`config.mk`:
```
export PLATFORM = sky130hd
export DESIGN_NAME = ook_remote_frame_pulse_encoder_unit
export DESIGN_NICKNAME = d
export VERILOG_FILES = /design/src/hdl/orfpe_pkg.sv /design/src/hdl/orfpe_queue.sv /design/src/hdl/orfpe_front.sv /design/src/hdl/orfpe_back.sv /design/src/hdl/ook_remote_frame_pulse_encoder_unit.sv
export SDC_FILE = /design/constraint.sdc
export NUM_CORES = 1
export LEC_CHECK = 0
export BUFFER_PORTS_ARGS = -buffer_cell sky130_fd_sc_hd__buf_4
export CORE_UTILIZATION = 56
export DETAILED_ROUTE_END_ITERATION = 7
export PLACE_DENSITY_LB_ADDON = 0.08
export SYNTH_ARGS = -nofsm -noshare
export SYNTH_HDL_FRONTEND = slang
export SYNTH_SLANG_ARGS = --single-unit
```
`constraint.sdc`:
```
create_clock -name clock -period 4.8 [get_ports clock]
set_clock_uncertainty 0.1 [all_clocks]
set_input_delay 0.48 -clock clock [delete_from_list [all_inputs] [get_ports clock]]
set_output_delay 0.48 -clock clock [all_outputs]
set_load 0.1 [all_outputs]
```
`src/hdl/orfpe_pkg.sv`:
```
// Shared types and constants of the pulse-width OOK remote frame encoder.
// Used by the front end, the sequencer and the top level; depends on nothing.
`timescale 1ns / 1ps
`default_nettype none

package orfpe_pkg;

   localparam int FRAME_BITS    = 65;
   localparam int PAYLOAD_BITS  = 64;
   localparam logic [7:0] START_BYTE = 8'hA3;

   localparam int TICKS_W       = 20;
   localparam int POS_W         = 7;
   localparam int RSP_DEPTH     = 2;

   // Configuration register indexes
   localparam int CSR_INDEX_W   = 3;
   localparam int CSR_DATA_W    = 24;
   localparam logic [CSR_INDEX_W-1:0] CSR_REMOTE_ID    = 3'd0;
   localparam logic [CSR_INDEX_W-1:0] CSR_REPEAT_COUNT = 3'd1;
   localparam logic [CSR_INDEX_W-1:0] CSR_AGC_HIGH     = 3'd2;
   localparam logic [CSR_INDEX_W-1:0] CSR_AGC_LOW      = 3'd3;
   localparam logic [CSR_INDEX_W-1:0] CSR_LONG_PULSE   = 3'd4;
   localparam logic [CSR_INDEX_W-1:0] CSR_SHORT_PULSE  = 3'd5;
   localparam logic [CSR_INDEX_W-1:0] CSR_SILENCE      = 3'd6;

   typedef struct packed {
      logic        req_type;
      logic [15:0] channel;
      logic [7:0]  command;
   } req_item_type;

   typedef struct packed {
      logic line_level;
      logic busy_res;
      logic accepted;
      logic done_res;
   } rsp_item_type;

   // Classified item handed from the front to the sequencer
   typedef struct packed {
      logic                    is_start;
      logic [PAYLOAD_BITS-1:0] frame;
   } work_item_type;

   // Timing registers seen by the sequencer
   typedef struct packed {
      logic [7:0]         repeat_count;
      logic [15:0]        agc_high_ticks;
      logic [15:0]        agc_low_ticks;
      logic [15:0]        long_pulse_ticks;
      logic [15:0]        short_pulse_ticks;
      logic [TICKS_W-1:0] silence_ticks;
   } cfg_type;

endpackage

`default_nettype wire

```
`src/hdl/orfpe_queue.sv`:
```
// Small first-in first-out queue of flip-flops, generic in item type and depth.
// Depends on nothing; used between front and sequencer and on the result side.
`timescale 1ns / 1ps
`default_nettype none

module orfpe_queue #(
   parameter type item_type = logic,
   parameter int  DEPTH     = 2
) (
   input  wire logic     clock,
   input  wire logic     reset,
   input  wire logic     push,
   input  wire item_type push_data,
   output logic          full,
   input  wire logic     pop,
   output item_type      pop_data,
   output logic          empty
);

   localparam int PTR_W = (DEPTH > 1) ? $clog2(DEPTH) : 1;
   localparam int CNT_W = $clog2(DEPTH + 1);

   item_type         mem_ff [DEPTH];
   logic [PTR_W-1:0] rd_ptr_ff, rd_ptr_in;
   logic [PTR_W-1:0] wr_ptr_ff, wr_ptr_in;
   logic [CNT_W-1:0] count_ff, count_in;
   logic             do_push, do_pop;

   assign full     = (count_ff == CNT_W'(DEPTH));
   assign empty    = (count_ff == '0);
   assign do_push  = push && !full;
   assign do_pop   = pop && !empty;
   assign pop_data = mem_ff[rd_ptr_ff];

   always_comb begin
      rd_ptr_in = rd_ptr_ff;
      wr_ptr_in = wr_ptr_ff;
      count_in  = count_ff;
      if (do_push) begin
         wr_ptr_in = (wr_ptr_ff == PTR_W'(DEPTH - 1)) ? '0 : wr_ptr_ff + 1'b1;
      end
      if (do_pop) begin
         rd_ptr_in = (rd_ptr_ff == PTR_W'(DEPTH - 1)) ? '0 : rd_ptr_ff + 1'b1;
      end
      if (do_push && !do_pop) begin
         count_in = count_ff + 1'b1;
      end else if (do_pop && !do_push) begin
         count_in = count_ff - 1'b1;
      end
   end

   always_ff @(posedge clock) begin
      if (reset) begin
         rd_ptr_ff <= '0;
         wr_ptr_ff <= '0;
         count_ff  <= '0;
      end else begin
         rd_ptr_ff <= rd_ptr_in;
         wr_ptr_ff <= wr_ptr_in;
         count_ff  <= count_in;
      end
   end

   always_ff @(posedge clock) begin
      if (do_push) begin
         mem_ff[wr_ptr_ff] <= push_data;
      end
   end

endmodule

`default_nettype wire

```
`src/hdl/orfpe_front.sv`:
```
// Front end: classifies incoming items and builds the frame and checksum of a start.
// Depends on orfpe_pkg; feeds the work queue.
`timescale 1ns / 1ps
`default_nettype none

module orfpe_front
   import orfpe_pkg::*;
(
   input  wire req_item_type req_item,
   input  wire logic [23:0] remote_id,
   output work_item_type work_item
);

   logic [7:0] checksum;

   // Byte sum wraps at 8 bits
   assign checksum = remote_id[23:16] + remote_id[15:8] + remote_id[7:0]
                   + req_item.channel[15:8] + req_item.channel[7:0] + req_item.command;

   assign work_item.is_start = req_item.req_type;
   assign work_item.frame    = {START_BYTE, remote_id, req_item.channel,
                                req_item.command, checksum};

endmodule

`default_nettype wire

```
`src/hdl/orfpe_back.sv`:
```
// Back end: the segment sequencer that turns ticks into the line waveform.
// Depends on orfpe_pkg; pops the work queue and pushes results.
`timescale 1ns / 1ps
`default_nettype none

module orfpe_back
   import orfpe_pkg::*;
(
   input  wire logic    clock,
   input  wire logic    reset,
   input  wire cfg_type cfg,
   input  wire logic    work_valid,
   input  wire work_item_type work_item,
   output logic         work_pop,
   input  wire logic    rsp_room,
   output logic         rsp_push,
   output rsp_item_type rsp_item
);

   typedef enum logic [2:0] {
      PH_IDLE,
      PH_AGC_HIGH,
      PH_AGC_LOW,
      PH_BIT_HIGH,
      PH_BIT_LOW,
      PH_SILENCE
   } phase_type;

   phase_type               phase_ff, phase_in;
   logic [POS_W-1:0]        bit_pos_ff, bit_pos_in;
   logic [TICKS_W-1:0]      ticks_ff, ticks_in;
   logic [7:0]              repeats_ff, repeats_in;
   logic [PAYLOAD_BITS-1:0] payload_ff, payload_in;
   logic                    settling_ff, settling_in;
   logic                    hold_start_ff, hold_start_in;
   logic                    hold_acc_ff, hold_acc_in;
   logic                    hold_level_ff, hold_level_in;

   phase_type               adv_phase;
   logic [POS_W-1:0]        adv_pos, pos_inc;
   logic [TICKS_W-1:0]      adv_ticks;
   logic [7:0]              adv_repeats, rep_dec;

   phase_type               item_phase;
   logic [POS_W-1:0]        item_pos;
   logic [TICKS_W-1:0]      item_ticks, ticks_dec;
   logic [7:0]              item_repeats;
   logic [PAYLOAD_BITS-1:0] item_payload;
   logic                    item_settle, settle_done;

   function automatic logic bit_at(input logic [POS_W-1:0] pos,
                                   input logic [PAYLOAD_BITS-1:0] frame);
      // Positions past the payload carry the trailing one
      return pos[POS_W-1] ? 1'b1 : frame[~pos[5:0]];
   endfunction

   function automatic logic level_of(input phase_type ph);
      return (ph == PH_AGC_HIGH) || (ph == PH_BIT_HIGH);
   endfunction

   // One segment step from the current registers
   always_comb begin
      adv_phase   = PH_IDLE;
      adv_pos     = bit_pos_ff;
      adv_ticks   = '0;
      adv_repeats = repeats_ff;
      pos_inc     = bit_pos_ff + 1'b1;
      rep_dec     = repeats_ff - 1'b1;
      case (phase_ff)
         PH_AGC_HIGH: begin
            adv_phase = PH_AGC_LOW;
            adv_ticks = TICKS_W'(cfg.agc_low_ticks);
         end
         PH_AGC_LOW: begin
            adv_phase = PH_BIT_HIGH;
            adv_pos   = '0;
            adv_ticks = payload_ff[PAYLOAD_BITS-1] ? TICKS_W'(cfg.long_pulse_ticks)
                                                   : TICKS_W'(cfg.short_pulse_ticks);
         end
         PH_BIT_HIGH: begin
            adv_phase = PH_BIT_LOW;
            adv_ticks = bit_at(bit_pos_ff, payload_ff) ? TICKS_W'(cfg.short_pulse_ticks)
                                                       : TICKS_W'(cfg.long_pulse_ticks);
         end
         PH_BIT_LOW: begin
            adv_pos = pos_inc;
            if (pos_inc < POS_W'(FRAME_BITS)) begin
               adv_phase = PH_BIT_HIGH;
               adv_ticks = bit_at(pos_inc, payload_ff) ? TICKS_W'(cfg.long_pulse_ticks)
                                                       : TICKS_W'(cfg.short_pulse_ticks);
            end else begin
               adv_phase = PH_SILENCE;
               adv_ticks = cfg.silence_ticks;
            end
         end
         PH_SILENCE: begin
            adv_repeats = rep_dec;
            adv_pos     = '0;
            if (rep_dec != '0) begin
               adv_phase = PH_AGC_HIGH;
               adv_ticks = TICKS_W'(cfg.agc_high_ticks);
            end
         end
         default: begin
            adv_phase = PH_IDLE;
         end
      endcase
   end

   // Effect of the item at the head of the work queue
   always_comb begin
      item_phase   = phase_ff;
      item_pos     = bit_pos_ff;
      item_ticks   = ticks_ff;
      item_repeats = repeats_ff;
      item_payload = payload_ff;
      ticks_dec    = ticks_ff - 1'b1;
      if (work_item.is_start) begin
         if (phase_ff == PH_IDLE) begin
            item_payload = work_item.frame;
            item_pos     = '0;
            item_repeats = cfg.repeat_count;
            if (cfg.repeat_count != '0) begin
               item_phase = PH_AGC_HIGH;
               item_ticks = TICKS_W'(cfg.agc_high_ticks);
            end else begin
               item_ticks = '0;
            end
         end
      end else if (phase_ff != PH_IDLE) begin
         if (ticks_dec == '0) begin
            item_phase   = adv_phase;
            item_pos     = adv_pos;
            item_ticks   = adv_ticks;
            item_repeats = adv_repeats;
         end else begin
            item_ticks = ticks_dec;
         end
      end
      item_settle = (item_phase != PH_IDLE) && (item_ticks == '0);
   end

   assign settle_done = (phase_ff == PH_IDLE) || (ticks_ff != '0);
   assign work_pop    = rsp_room && !settling_ff && work_valid;

   always_comb begin
      phase_in      = phase_ff;
      bit_pos_in    = bit_pos_ff;
      ticks_in      = ticks_ff;
      repeats_in    = repeats_ff;
      payload_in    = payload_ff;
      settling_in   = settling_ff;
      hold_start_in = hold_start_ff;
      hold_acc_in   = hold_acc_ff;
      hold_level_in = hold_level_ff;
      rsp_push      = 1'b0;
      rsp_item      = '0;
      if (rsp_room) begin
         if (settling_ff) begin
            if (settle_done) begin
               settling_in         = 1'b0;
               rsp_push            = 1'b1;
               rsp_item.line_level = hold_start_ff ? level_of(phase_ff) : hold_level_ff;
               rsp_item.busy_res   = (phase_ff != PH_IDLE);
               rsp_item.accepted   = hold_acc_ff;
               rsp_item.done_res   = !hold_start_ff && (phase_ff == PH_IDLE);
            end else begin
               // skip a zero-length segment
               phase_in   = adv_phase;
               bit_pos_in = adv_pos;
               ticks_in   = adv_ticks;
               repeats_in = adv_repeats;
            end
         end else if (work_valid) begin
            phase_in      = item_phase;
            bit_pos_in    = item_pos;
            ticks_in      = item_ticks;
            repeats_in    = item_repeats;
            payload_in    = item_payload;
            settling_in   = item_settle;
            hold_start_in = work_item.is_start;
            hold_acc_in   = work_item.is_start && (phase_ff == PH_IDLE);
            hold_level_in = level_of(phase_ff);
            rsp_push      = !item_settle;
            rsp_item.line_level = work_item.is_start ? level_of(item_phase)
                                                     : level_of(phase_ff);
            rsp_item.busy_res   = (item_phase != PH_IDLE);
            rsp_item.accepted   = work_item.is_start && (phase_ff == PH_IDLE);
            rsp_item.done_res   = !work_item.is_start && (phase_ff != PH_IDLE)
                                  && (item_phase == PH_IDLE);
         end
      end
   end

   always_ff @(posedge clock) begin
      if (reset) begin
         phase_ff    <= PH_IDLE;
         bit_pos_ff  <= '0;
         ticks_ff    <= '0;
         repeats_ff  <= '0;
         settling_ff <= 1'b0;
      end else begin
         phase_ff    <= phase_in;
         bit_pos_ff  <= bit_pos_in;
         ticks_ff    <= ticks_in;
         repeats_ff  <= repeats_in;
         settling_ff <= settling_in;
      end
      payload_ff    <= payload_in;
      hold_start_ff <= hold_start_in;
      hold_acc_ff   <= hold_acc_in;
      hold_level_ff <= hold_level_in;
   end

endmodule

`default_nettype wire

```
`src/hdl/ook_remote_frame_pulse_encoder_unit.sv`:
```
// Pulse-width OOK remote frame encoder, top level.
// Holds the configuration registers; depends on orfpe_pkg, orfpe_queue,
// orfpe_front and orfpe_back.
//
// Input items enter on push/full with req_item: a tick advances the line
// waveform by one time unit, a start loads channel and command and builds
// a 65-bit frame (start byte, remote id, channel, command, checksum, one).
// Each item yields one result on empty/pop with rsp_item: line level,
// busy, start accepted and end of the last repeat.
// Timing registers are written on csr_valid/csr_ready (always ready); the
// user must write them only while the block is idle, which it does not enforce.
// One item is taken per cycle while the result queue has room and no
// segment skip is pending; an item that lands on zero-length segments
// holds the sequencer while the single segment-step unit skips them.
// A work queue separates the front end from the sequencer, and a two-entry
// result queue lets input keep flowing while a result waits; when pop
// stays low both queues fill and full rises.
// Reset empties both queues, stops any transmission and loads the register
// defaults (id 0, one repeat, 5300/530/600/300 ticks, 10000 silence).
`timescale 1ns / 1ps
`default_nettype none

module ook_remote_frame_pulse_encoder_unit
   import orfpe_pkg::*;
#(
   parameter int WORK_DEPTH = 2
) (
   input  wire logic                   clock,
   input  wire logic                   reset,
   input  wire logic                   push,
   input  wire req_item_type           req_item,
   output logic                        full,
   input  wire logic                   pop,
   output rsp_item_type                rsp_item,
   output logic                        empty,
   input  wire logic                   csr_valid,
   output logic                        csr_ready,
   input  wire logic [CSR_INDEX_W-1:0] csr_index,
   input  wire logic [CSR_DATA_W-1:0]  csr_data
);

   logic [23:0]        remote_id_ff;
   logic [7:0]         repeat_count_ff;
   logic [15:0]        agc_high_ff, agc_low_ff, long_pulse_ff, short_pulse_ff;
   logic [TICKS_W-1:0] silence_ff;

   cfg_type       cfg;
   work_item_type front_item, head_item;
   rsp_item_type  back_rsp;
   logic          work_empty, work_pop;
   logic          rsp_full, rsp_push;

   assign csr_ready = 1'b1;

   always_ff @(posedge clock) begin
      if (reset) begin
         remote_id_ff    <= 24'd0;
         repeat_count_ff <= 8'd1;
         agc_high_ff     <= 16'd5300;
         agc_low_ff      <= 16'd530;
         long_pulse_ff   <= 16'd600;
         short_pulse_ff  <= 16'd300;
         silence_ff      <= 20'd10000;
      end else if (csr_valid) begin
         case (csr_index)
            CSR_REMOTE_ID:    remote_id_ff    <= csr_data[23:0];
            CSR_REPEAT_COUNT: repeat_count_ff <= csr_data[7:0];
            CSR_AGC_HIGH:     agc_high_ff     <= csr_data[15:0];
            CSR_AGC_LOW:      agc_low_ff      <= csr_data[15:0];
            CSR_LONG_PULSE:   long_pulse_ff   <= csr_data[15:0];
            CSR_SHORT_PULSE:  short_pulse_ff  <= csr_data[15:0];
            CSR_SILENCE:      silence_ff      <= csr_data[TICKS_W-1:0];
            default: ;
         endcase
      end
   end

   assign cfg.repeat_count      = repeat_count_ff;
   assign cfg.agc_high_ticks    = agc_high_ff;
   assign cfg.agc_low_ticks     = agc_low_ff;
   assign cfg.long_pulse_ticks  = long_pulse_ff;
   assign cfg.short_pulse_ticks = short_pulse_ff;
   assign cfg.silence_ticks     = silence_ff;

   orfpe_front u_front (
      .req_item  (req_item),
      .remote_id (remote_id_ff),
      .work_item (front_item)
   );

   orfpe_queue #(
      .item_type (work_item_type),
      .DEPTH     (WORK_DEPTH)
   ) u_work_queue (
      .clock     (clock),
      .reset     (reset),
      .push      (push),
      .push_data (front_item),
      .full      (full),
      .pop       (work_pop),
      .pop_data  (head_item),
      .empty     (work_empty)
   );

   orfpe_back u_back (
      .clock      (clock),
      .reset      (reset),
      .cfg        (cfg),
      .work_valid (!work_empty),
      .work_item  (head_item),
      .work_pop   (work_pop),
      .rsp_room   (!rsp_full),
      .rsp_push   (rsp_push),
      .rsp_item   (back_rsp)
   );

   orfpe_queue #(
      .item_type (rsp_item_type),
      .DEPTH     (RSP_DEPTH)
   ) u_rsp_queue (
      .clock     (clock),
      .reset     (reset),
      .push      (rsp_push),
      .push_data (back_rsp),
      .full      (rsp_full),
      .pop       (pop),
      .pop_data  (rsp_item),
      .empty     (empty)
   );

endmodule

`default_nettype wire
```
Yosys cells after proc, flatten, opt, wreduce, memory -nomap -nowiden
Memory sizes are Yosys's and may differ from the RTL's. A register that Yosys moved wholly into a read port is not among the register bits.
Cells that the tools add are included.

operators by class
  $add $sub $neg = 16
  magnitude comparators = 3
  equality and inequality tests = 18
  multiplexer cells = 76
  bitwise operators = 5
  reduce and logical (&&, ||, !) cells = 58

operator list
  kind                                                                    number
  20-bit 2-to-1 mux                                                       8
  20-bit case mux with 5 select lines                                     1
  16-bit 2-to-1 mux                                                       5
  8-bit 2-to-1 mux                                                        8
  7-bit 2-to-1 mux                                                        7
  8-bit adder                                                             5
  20-bit zero test                                                        2
  3-bit 2-to-1 mux                                                        9
  1-bit 2-to-1 mux                                                        26
  20-bit nonzero test                                                     1
  20-bit by 1-bit subtractor with 20-bit output (second input constant)   1
  4-bit 2-to-1 mux                                                        4
  8-bit nonzero test                                                      2
  3-bit by 2-bit equality test with 1-bit output (second input constant)  5
  3-bit equality test (second input constant)                             5
  1-bit logical AND                                                       15
  3-bit case mux with 5 select lines                                      1
  6-bit by 7-bit < comparator with 1-bit output (second input constant)   2
  7-bit case mux with 2 select lines                                      1
  2-bit AND reduction                                                     7
  1-bit binary-select mux with 6-bit select                               2
  1-bit zero test                                                         12
  6-bit inverter                                                          2
  3-bit nonzero test                                                      4
  other kinds (21)                                                        41

word-level totals
  register bits = 230
  bits in writable memories = 122
  output and inout bits = 7
  logic and storage cells = 200
  memories kept = 2

memories
  name                 depth  width  read ports  clocked after Yosys merged registers in  write ports  line               source
  u_work_queue.mem_ff  2      57     1           1                                        1            orfpe_queue.sv:23  item_type mem_ff [DEPTH];
  u_rsp_queue.mem_ff   2      4      1           1                                        1            orfpe_queue.sv:23

Logic depth before layout (Yosys ltp)
  word-level depth = 22
  gate-level depth with buffers = 19
  gate-level depth less buffers = 17

By module
From an unflattened synthesis, not the netlist that was laid out.

unflattened totals
  cells, all modules = 1,800
  area total of the unflattened synthesis = 19,680.1 sq um

by module, submodules not included
  module                               times used  cells an instance  area an instance (sq um)  seq. area each (sq um)
  orfpe_back                           1           927                8,126.5                   2,792.7
  orfpe_queue at u_work_queue          1           227                4,901.0                   4,003.8
  ook_remote_frame_pulse_encoder_unit  1           436                4,693.3                   2,322.2
  orfpe_front                          1           173                1,456.4                   0.0
  orfpe_queue at u_rsp_queue           1           37                 503.0                     340.3

Worst setup path after synthesis
No wires, ideal clock.

  kind = register to register
  from = register u_back.bit_pos_ff[1]
  to = register u_rsp_queue.count_ff[1]
  arrival time = 4,401 ps
  slack = 228 ps
  cell stages (with the launch flop) = 19
  buffers on the path = 3
  period minus slack after synthesis = 4,572 ps
  path through = dfxtp_1 > ha_1 > clkbuf_1 > buf_2 > mux4_2 > mux2i_1 > a22oi_1 > a2111oi_4 > a31o_2 > buf_6 > mux2_2 > a221oi_2 > a211oi_1 > nor4_1 > and4b_1 > nor2_1 > ha_1 > or3_1 > a21oi_1

between the ends
  word-level cells in the longest chain between the ends = 21
  elaborated cells on any way between the ends = 35
  classes of those cells = add/sub (1); order compare (1); mux (22); bitwise (2); reduce/logical (9)

ends and longest elaborated chain
  element                                    line               source
  from (decl)                                orfpe_back.sv:30   logic [POS_W-1:0] bit_pos_ff, bit_pos_in;
  from (signal assigned)                     orfpe_back.sv:204  bit_pos_ff <= bit_pos_in;
  7-bit by 1-bit adder with 7-bit output     orfpe_back.sv:67   pos_inc = bit_pos_ff + 1'b1;
  6-bit inverter                             orfpe_back.sv:54   return pos[POS_W-1] ? 1'b1 : frame[~pos[5:0]];
  1-bit binary-select mux with 6-bit select  orfpe_back.sv:54
  1-bit 2-to-1 mux (not written as such)     orfpe_back.sv:54
  1-bit 2-to-1 mux                           orfpe_back.sv:54
  16-bit 2-to-1 mux                          orfpe_back.sv:89   adv_ticks = bit_at(pos_inc, payload_ff) ? TICKS_W'(cfg.long_pulse_ticks)
  20-bit 2-to-1 mux                          orfpe_back.sv:87   if (pos_inc < POS_W'(FRAME_BITS)) begin
  20-bit case mux with 5 select lines        orfpe_back.sv:69   case (phase_ff)
  [... 6 more ...]                           n/a
  1-bit 2-to-1 mux (*)                       orfpe_back.sv:174  end else if (work_valid) begin
  1-bit 2-to-1 mux (*)                       orfpe_back.sv:159  if (settling_ff) begin
  1-bit 2-to-1 mux (*)                       orfpe_back.sv:158  if (rsp_room) begin
  1-bit logical AND (*)                      orfpe_queue.sv:31  assign do_push = push && !full;
  via u_rsp_queue.do_push                    orfpe_queue.sv:27  logic do_push, do_pop;
  1-bit zero test                            orfpe_queue.sv:47  end else if (do_pop && !do_push) begin
  1-bit logical AND                          orfpe_queue.sv:47
  2-bit nonzero test (no source line)        n/a
  to (signal assigned)                       orfpe_queue.sv:60  count_ff <= count_in;
  to (decl)                                  orfpe_queue.sv:26  logic [CNT_W-1:0] count_ff, count_in;

The timed path passes the listed nets; every way through them passes the cells marked *. The select of a mux whose other input is x is not followed.
A chain may end at the register's enable or synchronous reset.

Final worst setup path
  from = register u_back.ticks_ff[3]
  to = register u_rsp_queue.count_ff[1]

between the ends
  word-level cells in the longest chain between the ends = 15
  elaborated cells on any way between the ends = 25
  classes of those cells = add/sub (1); mux (12); reduce/logical (12)

ends and longest elaborated chain
  element                                                 line               source
  from (decl)                                             orfpe_back.sv:31   logic [TICKS_W-1:0] ticks_ff, ticks_in;
  from (signal assigned)                                  orfpe_back.sv:205  ticks_ff <= ticks_in;
  20-bit by 1-bit subtractor with 20-bit output           orfpe_back.sv:117  ticks_dec = ticks_ff - 1'b1;
  20-bit zero test                                        orfpe_back.sv:131  if (ticks_dec == '0) begin
  20-bit 2-to-1 mux or 3-bit 2-to-1 mux (tied branches)   orfpe_back.sv:131
  20-bit 2-to-1 mux or 3-bit 2-to-1 mux (tied branches)   orfpe_back.sv:130  end else if (phase_ff != PH_IDLE) begin
  20-bit 2-to-1 mux or 3-bit 2-to-1 mux (tied branches)   orfpe_back.sv:118  if (work_item.is_start) begin
  20-bit zero test or 3-bit nonzero test (tied branches)  orfpe_back.sv:140  item_settle = (item_phase != PH_IDLE) && (item_ticks == '0);
  1-bit logical AND                                       orfpe_back.sv:140
  1-bit zero test                                         orfpe_back.sv:184  rsp_push = !item_settle;
  1-bit 2-to-1 mux                                        orfpe_back.sv:174
  1-bit 2-to-1 mux (*)                                    orfpe_back.sv:159
  1-bit 2-to-1 mux (*)                                    orfpe_back.sv:158
  1-bit logical AND (*)                                   orfpe_queue.sv:31
  via u_rsp_queue.do_push                                 orfpe_queue.sv:27
  1-bit zero test                                         orfpe_queue.sv:47
  1-bit logical AND                                       orfpe_queue.sv:47
  2-bit nonzero test (no source line)                     n/a

The timed path passes the listed nets; every way through them passes the cells marked *.

==> results.ini <==
[outcome]
status = finished clean

[route]
vias = 14200
ant_nets = 0
drt-vias-per-instance = 6.35
drt-total-wl_mm = 52.6
dr.pass1.iters = 8
drt-initial-drc-count = 1626
routedWlPerCell_microns = 23.4
drc = 0

[power_and_ir_drop]
peakVddDrop_v = 0.000394
p_leak_nw = 7.45
p_per_area_mw_per_mm2 = 541

[place]
gp_congestion = 0.940
postPlaceCellArea_sq_mm = 0.0191
io_buffers = 62
dp_cells = 2176
hpwl_mm = 38.1

[synth]
yosys.area.top_type_share_pct = 30.6
synth_fp_nets = 1803
ys_seq_elements = 346
synthCells = 1706
async_reset_ff_share_pct = 0
synth_edf_count = 181
yosysUniqueCellTypes = 102
syn_avg_cell_area_sq_um = 10.4
syn_area_sq_mm = 0.0178
yosysWarnings = 0
synth-seq-area-share_pct = 49.2
synthTopCellsByCount = nand2_1 (334), edfxtp_1 (181), dfxtp_1 (165), a21oi_1 (133), nor2_1 (87)
synthTopCellsByArea = edfxtp_1 (31%), dfxtp_1 (19%), nand2_1 (7.1%)
ys.flop_type = edfxtp_1
synth.most_common_cell = nand2_1
synth.largest_area_cell = edfxtp_1

[clocking]
cts.sinks = 346
cts_max_level = 2
numCtsBuffers = 38
postCtsSetupRepairBufs = 0
cts_tree = built
ctsLongestPathBuffers = 3
holdBufCountCts = 0
clk_latency_ns = 0.53
clkTransAtPathRegs_ns = 0.06
root_buffer = clkbuf_16

[critical_path]
cp-start-kind = flop
cp.arrival_ns = 5.09
criticalPathCategory = reg -> reg
cp_data_required_time_ns = 5.15
crit_start = u_back.ticks_ff[3]
worst-path-max-fanout = 8
r2r-start = u_back.ticks_ff[3]
endpoint_kind = flop

[global_route]
grt_pass1_vias = 13400
antenna_found_initial = 0
grtUsageTotal_pct = 32.3
grt_pass1_wl_mm = 80.2
grt_max_degree = 126
grt_overflow = 0

[sta]
max_slew_margin_pct = 21.7
hold_viol = 0
period_share_pct = 98.8
max_freq_ghz = 0.211
finalMaxSlewViolations = 0
rsz0062_at_grt = yes
post-route-min-period_ns = 4.74
tightestPinTransition_ns = 1.17
setup_viol = 0

[floorplanning]
rows = 64
die_area_sq_mm = 0.0324
initial_core_util_pct = 57.4
die_h_microns = 180
ios = 64
core_sq_mm = 0.0309
die_w_microns = 180

[finish]
num_antenna_cells = 0
fin_nets = 1917
fin_cells = 2244
area_growth_pct = 14.6
n_fill_cell = 2442
fin_area_sq_mm = 0.0204
layout-drive-gt1-share_pct = 21.7

[min_path]
hp-class = in -> reg
holdCritStartpoint = req_item[24]

[job]
maxCapViolCount = 0

==> flip-flops by register name, summed over array words and instances (netlist names), 2 cells and up, named ones only <==
name and cells:
u_back.repeats_ff 8, u_back.ticks_ff 20, short_pulse_ff 16, u_rsp_queue.mem_ff 8, agc_high_ff 16, agc_low_ff 16, u_rsp_queue.count_ff 2, silence_ff 20
u_back.bit_pos_ff 7, u_back.phase_ff 3, u_back.payload_ff 56, u_work_queue.count_ff 2, long_pulse_ff 16, u_work_queue.mem_ff 114, remote_id_ff 24, repeat_count_ff 8
==> worst paths after layout <==
| kind | endpoint | slack, ns | cells after the start |
|---|---|---|---|
| worst max register to register | u_rsp_queue.count_ff[1] | 0.06 | 17 |
| worst min register to register | silence_ff[6] | 0.36 | 2 |
| worst max-delay path | u_rsp_queue.count_ff[1] | 0.06 | 17 |
| worst min-delay path | u_work_queue.mem_ff[0][56] | 0.04 | 1 |
==> critical path, stage by stage, from the launching register on <==
cell       delay [ns]
dfxtp_1          0.31
or4_4            0.59
or3_1            0.40
or4_1            0.44
o211ai_1         0.14
buf_4            0.15
nor3_1           0.04
buf_4            0.14
o21ai_0          0.48
a21oi_1          0.14
nand2b_4         0.19
a2111oi_2        0.32
and4b_2          0.35
nor2_1           0.07
ha_1             0.19
xor2_1           0.14
or3_1            0.31
a21oi_1          0.14
==> where the power goes <==
group	switching, mW	internal [mW]	total (mW)
clock network	1.20	1.66	2.87
registers	0.347	3.78	4.13
logic	2.42	1.59	4.01
==> layer usage <==
layer | up-vias | track usage [%] | wire [microns]
li1 | 6465 | - | -
met2 | 694 | 48.3 | 22700
met3 | 72 | 5.15 | 4850
met5 | - | 0 | 0
met1 | 7013 | 49.4 | 23900
met4 | 0 | 7.42 | 1060
==> metrics by stage <==
stage / worst slack (ns) / util (%) / total power, mW / hold slack (ns) / TNS (ns)
2_1_floorplan: 0.228 / - / 6.67 / 0.336 / 0
3_3_place_gp: 0.0901 / 61.8 / 8.08 / 0.344 / 0
3_5_place_dp: 0.0599 / 61.8 / 8.09 / 0.354 / 0
4_1_cts: 0.0258 / 65.8 / 11.0 / 0.0320 / 0
5_1_grt: -0.110 / 65.9 / 11.5 / 0.0300 / -0.110
6_report: 0.0565 / 65.9 / 11.0 / 0.0426 / 0
==> layout by cell type (no fill, tap or decap), types with 18 or more instances in the layout <==
master and instances:
inv_1 56, nand3_1 25, edfxtp_1 181, nor4_1 18, nand2_1 334, mux2_2 74, dfxtp_1 163, a21oi_1 133
o21ai_0 38, fa_1 27, buf_4 182, mux4_2 28, mux2i_1 26, a22oi_1 20, xnor2_1 27, nand3b_1 26
nor3_1 34, clkbuf_16 38, nor2_1 84
==> cell type report <==
type                    instances  area, sq um  area share, %
well taps                     396          495           2.43
clock buffers                  52         1050           5.18
repair buffers                183         1390           6.81
flip-flops and latches        346         8740           42.9
multi-input cells            1195         8300           40.8
inverters                      56          210           1.03
clock inverters                16          174          0.854
==> kinds of logic (layout without fill, tap and decap cells) <==
| kind of cell | count (synthesis) | after routing | synth area share [%] |
|---|---|---|---|
| compound gates | 352 | 352 | 13.9 |
| xor+xnor | 37 | 37 | 1.87 |
| fa+ha+maj | 40 | 40 | 3.96 |
| buf+inv | 165 | 307 | 4.42 |
| flops | 346 | 346 | 49.2 |
| mux | 128 | 128 | 9.71 |
| other cells | 1 | 1 | 0.0211 |
| simple gates | 637 | 637 | 16.9 |
==> repair_timing <==
item / 4_1_cts / 5_1_grt
setup endpoints to repair: 0 / 10
endpoints found under the hold margin: 0 / 0
gates resized for setup: 0 / 8
(Power assumes the default switching activity.)
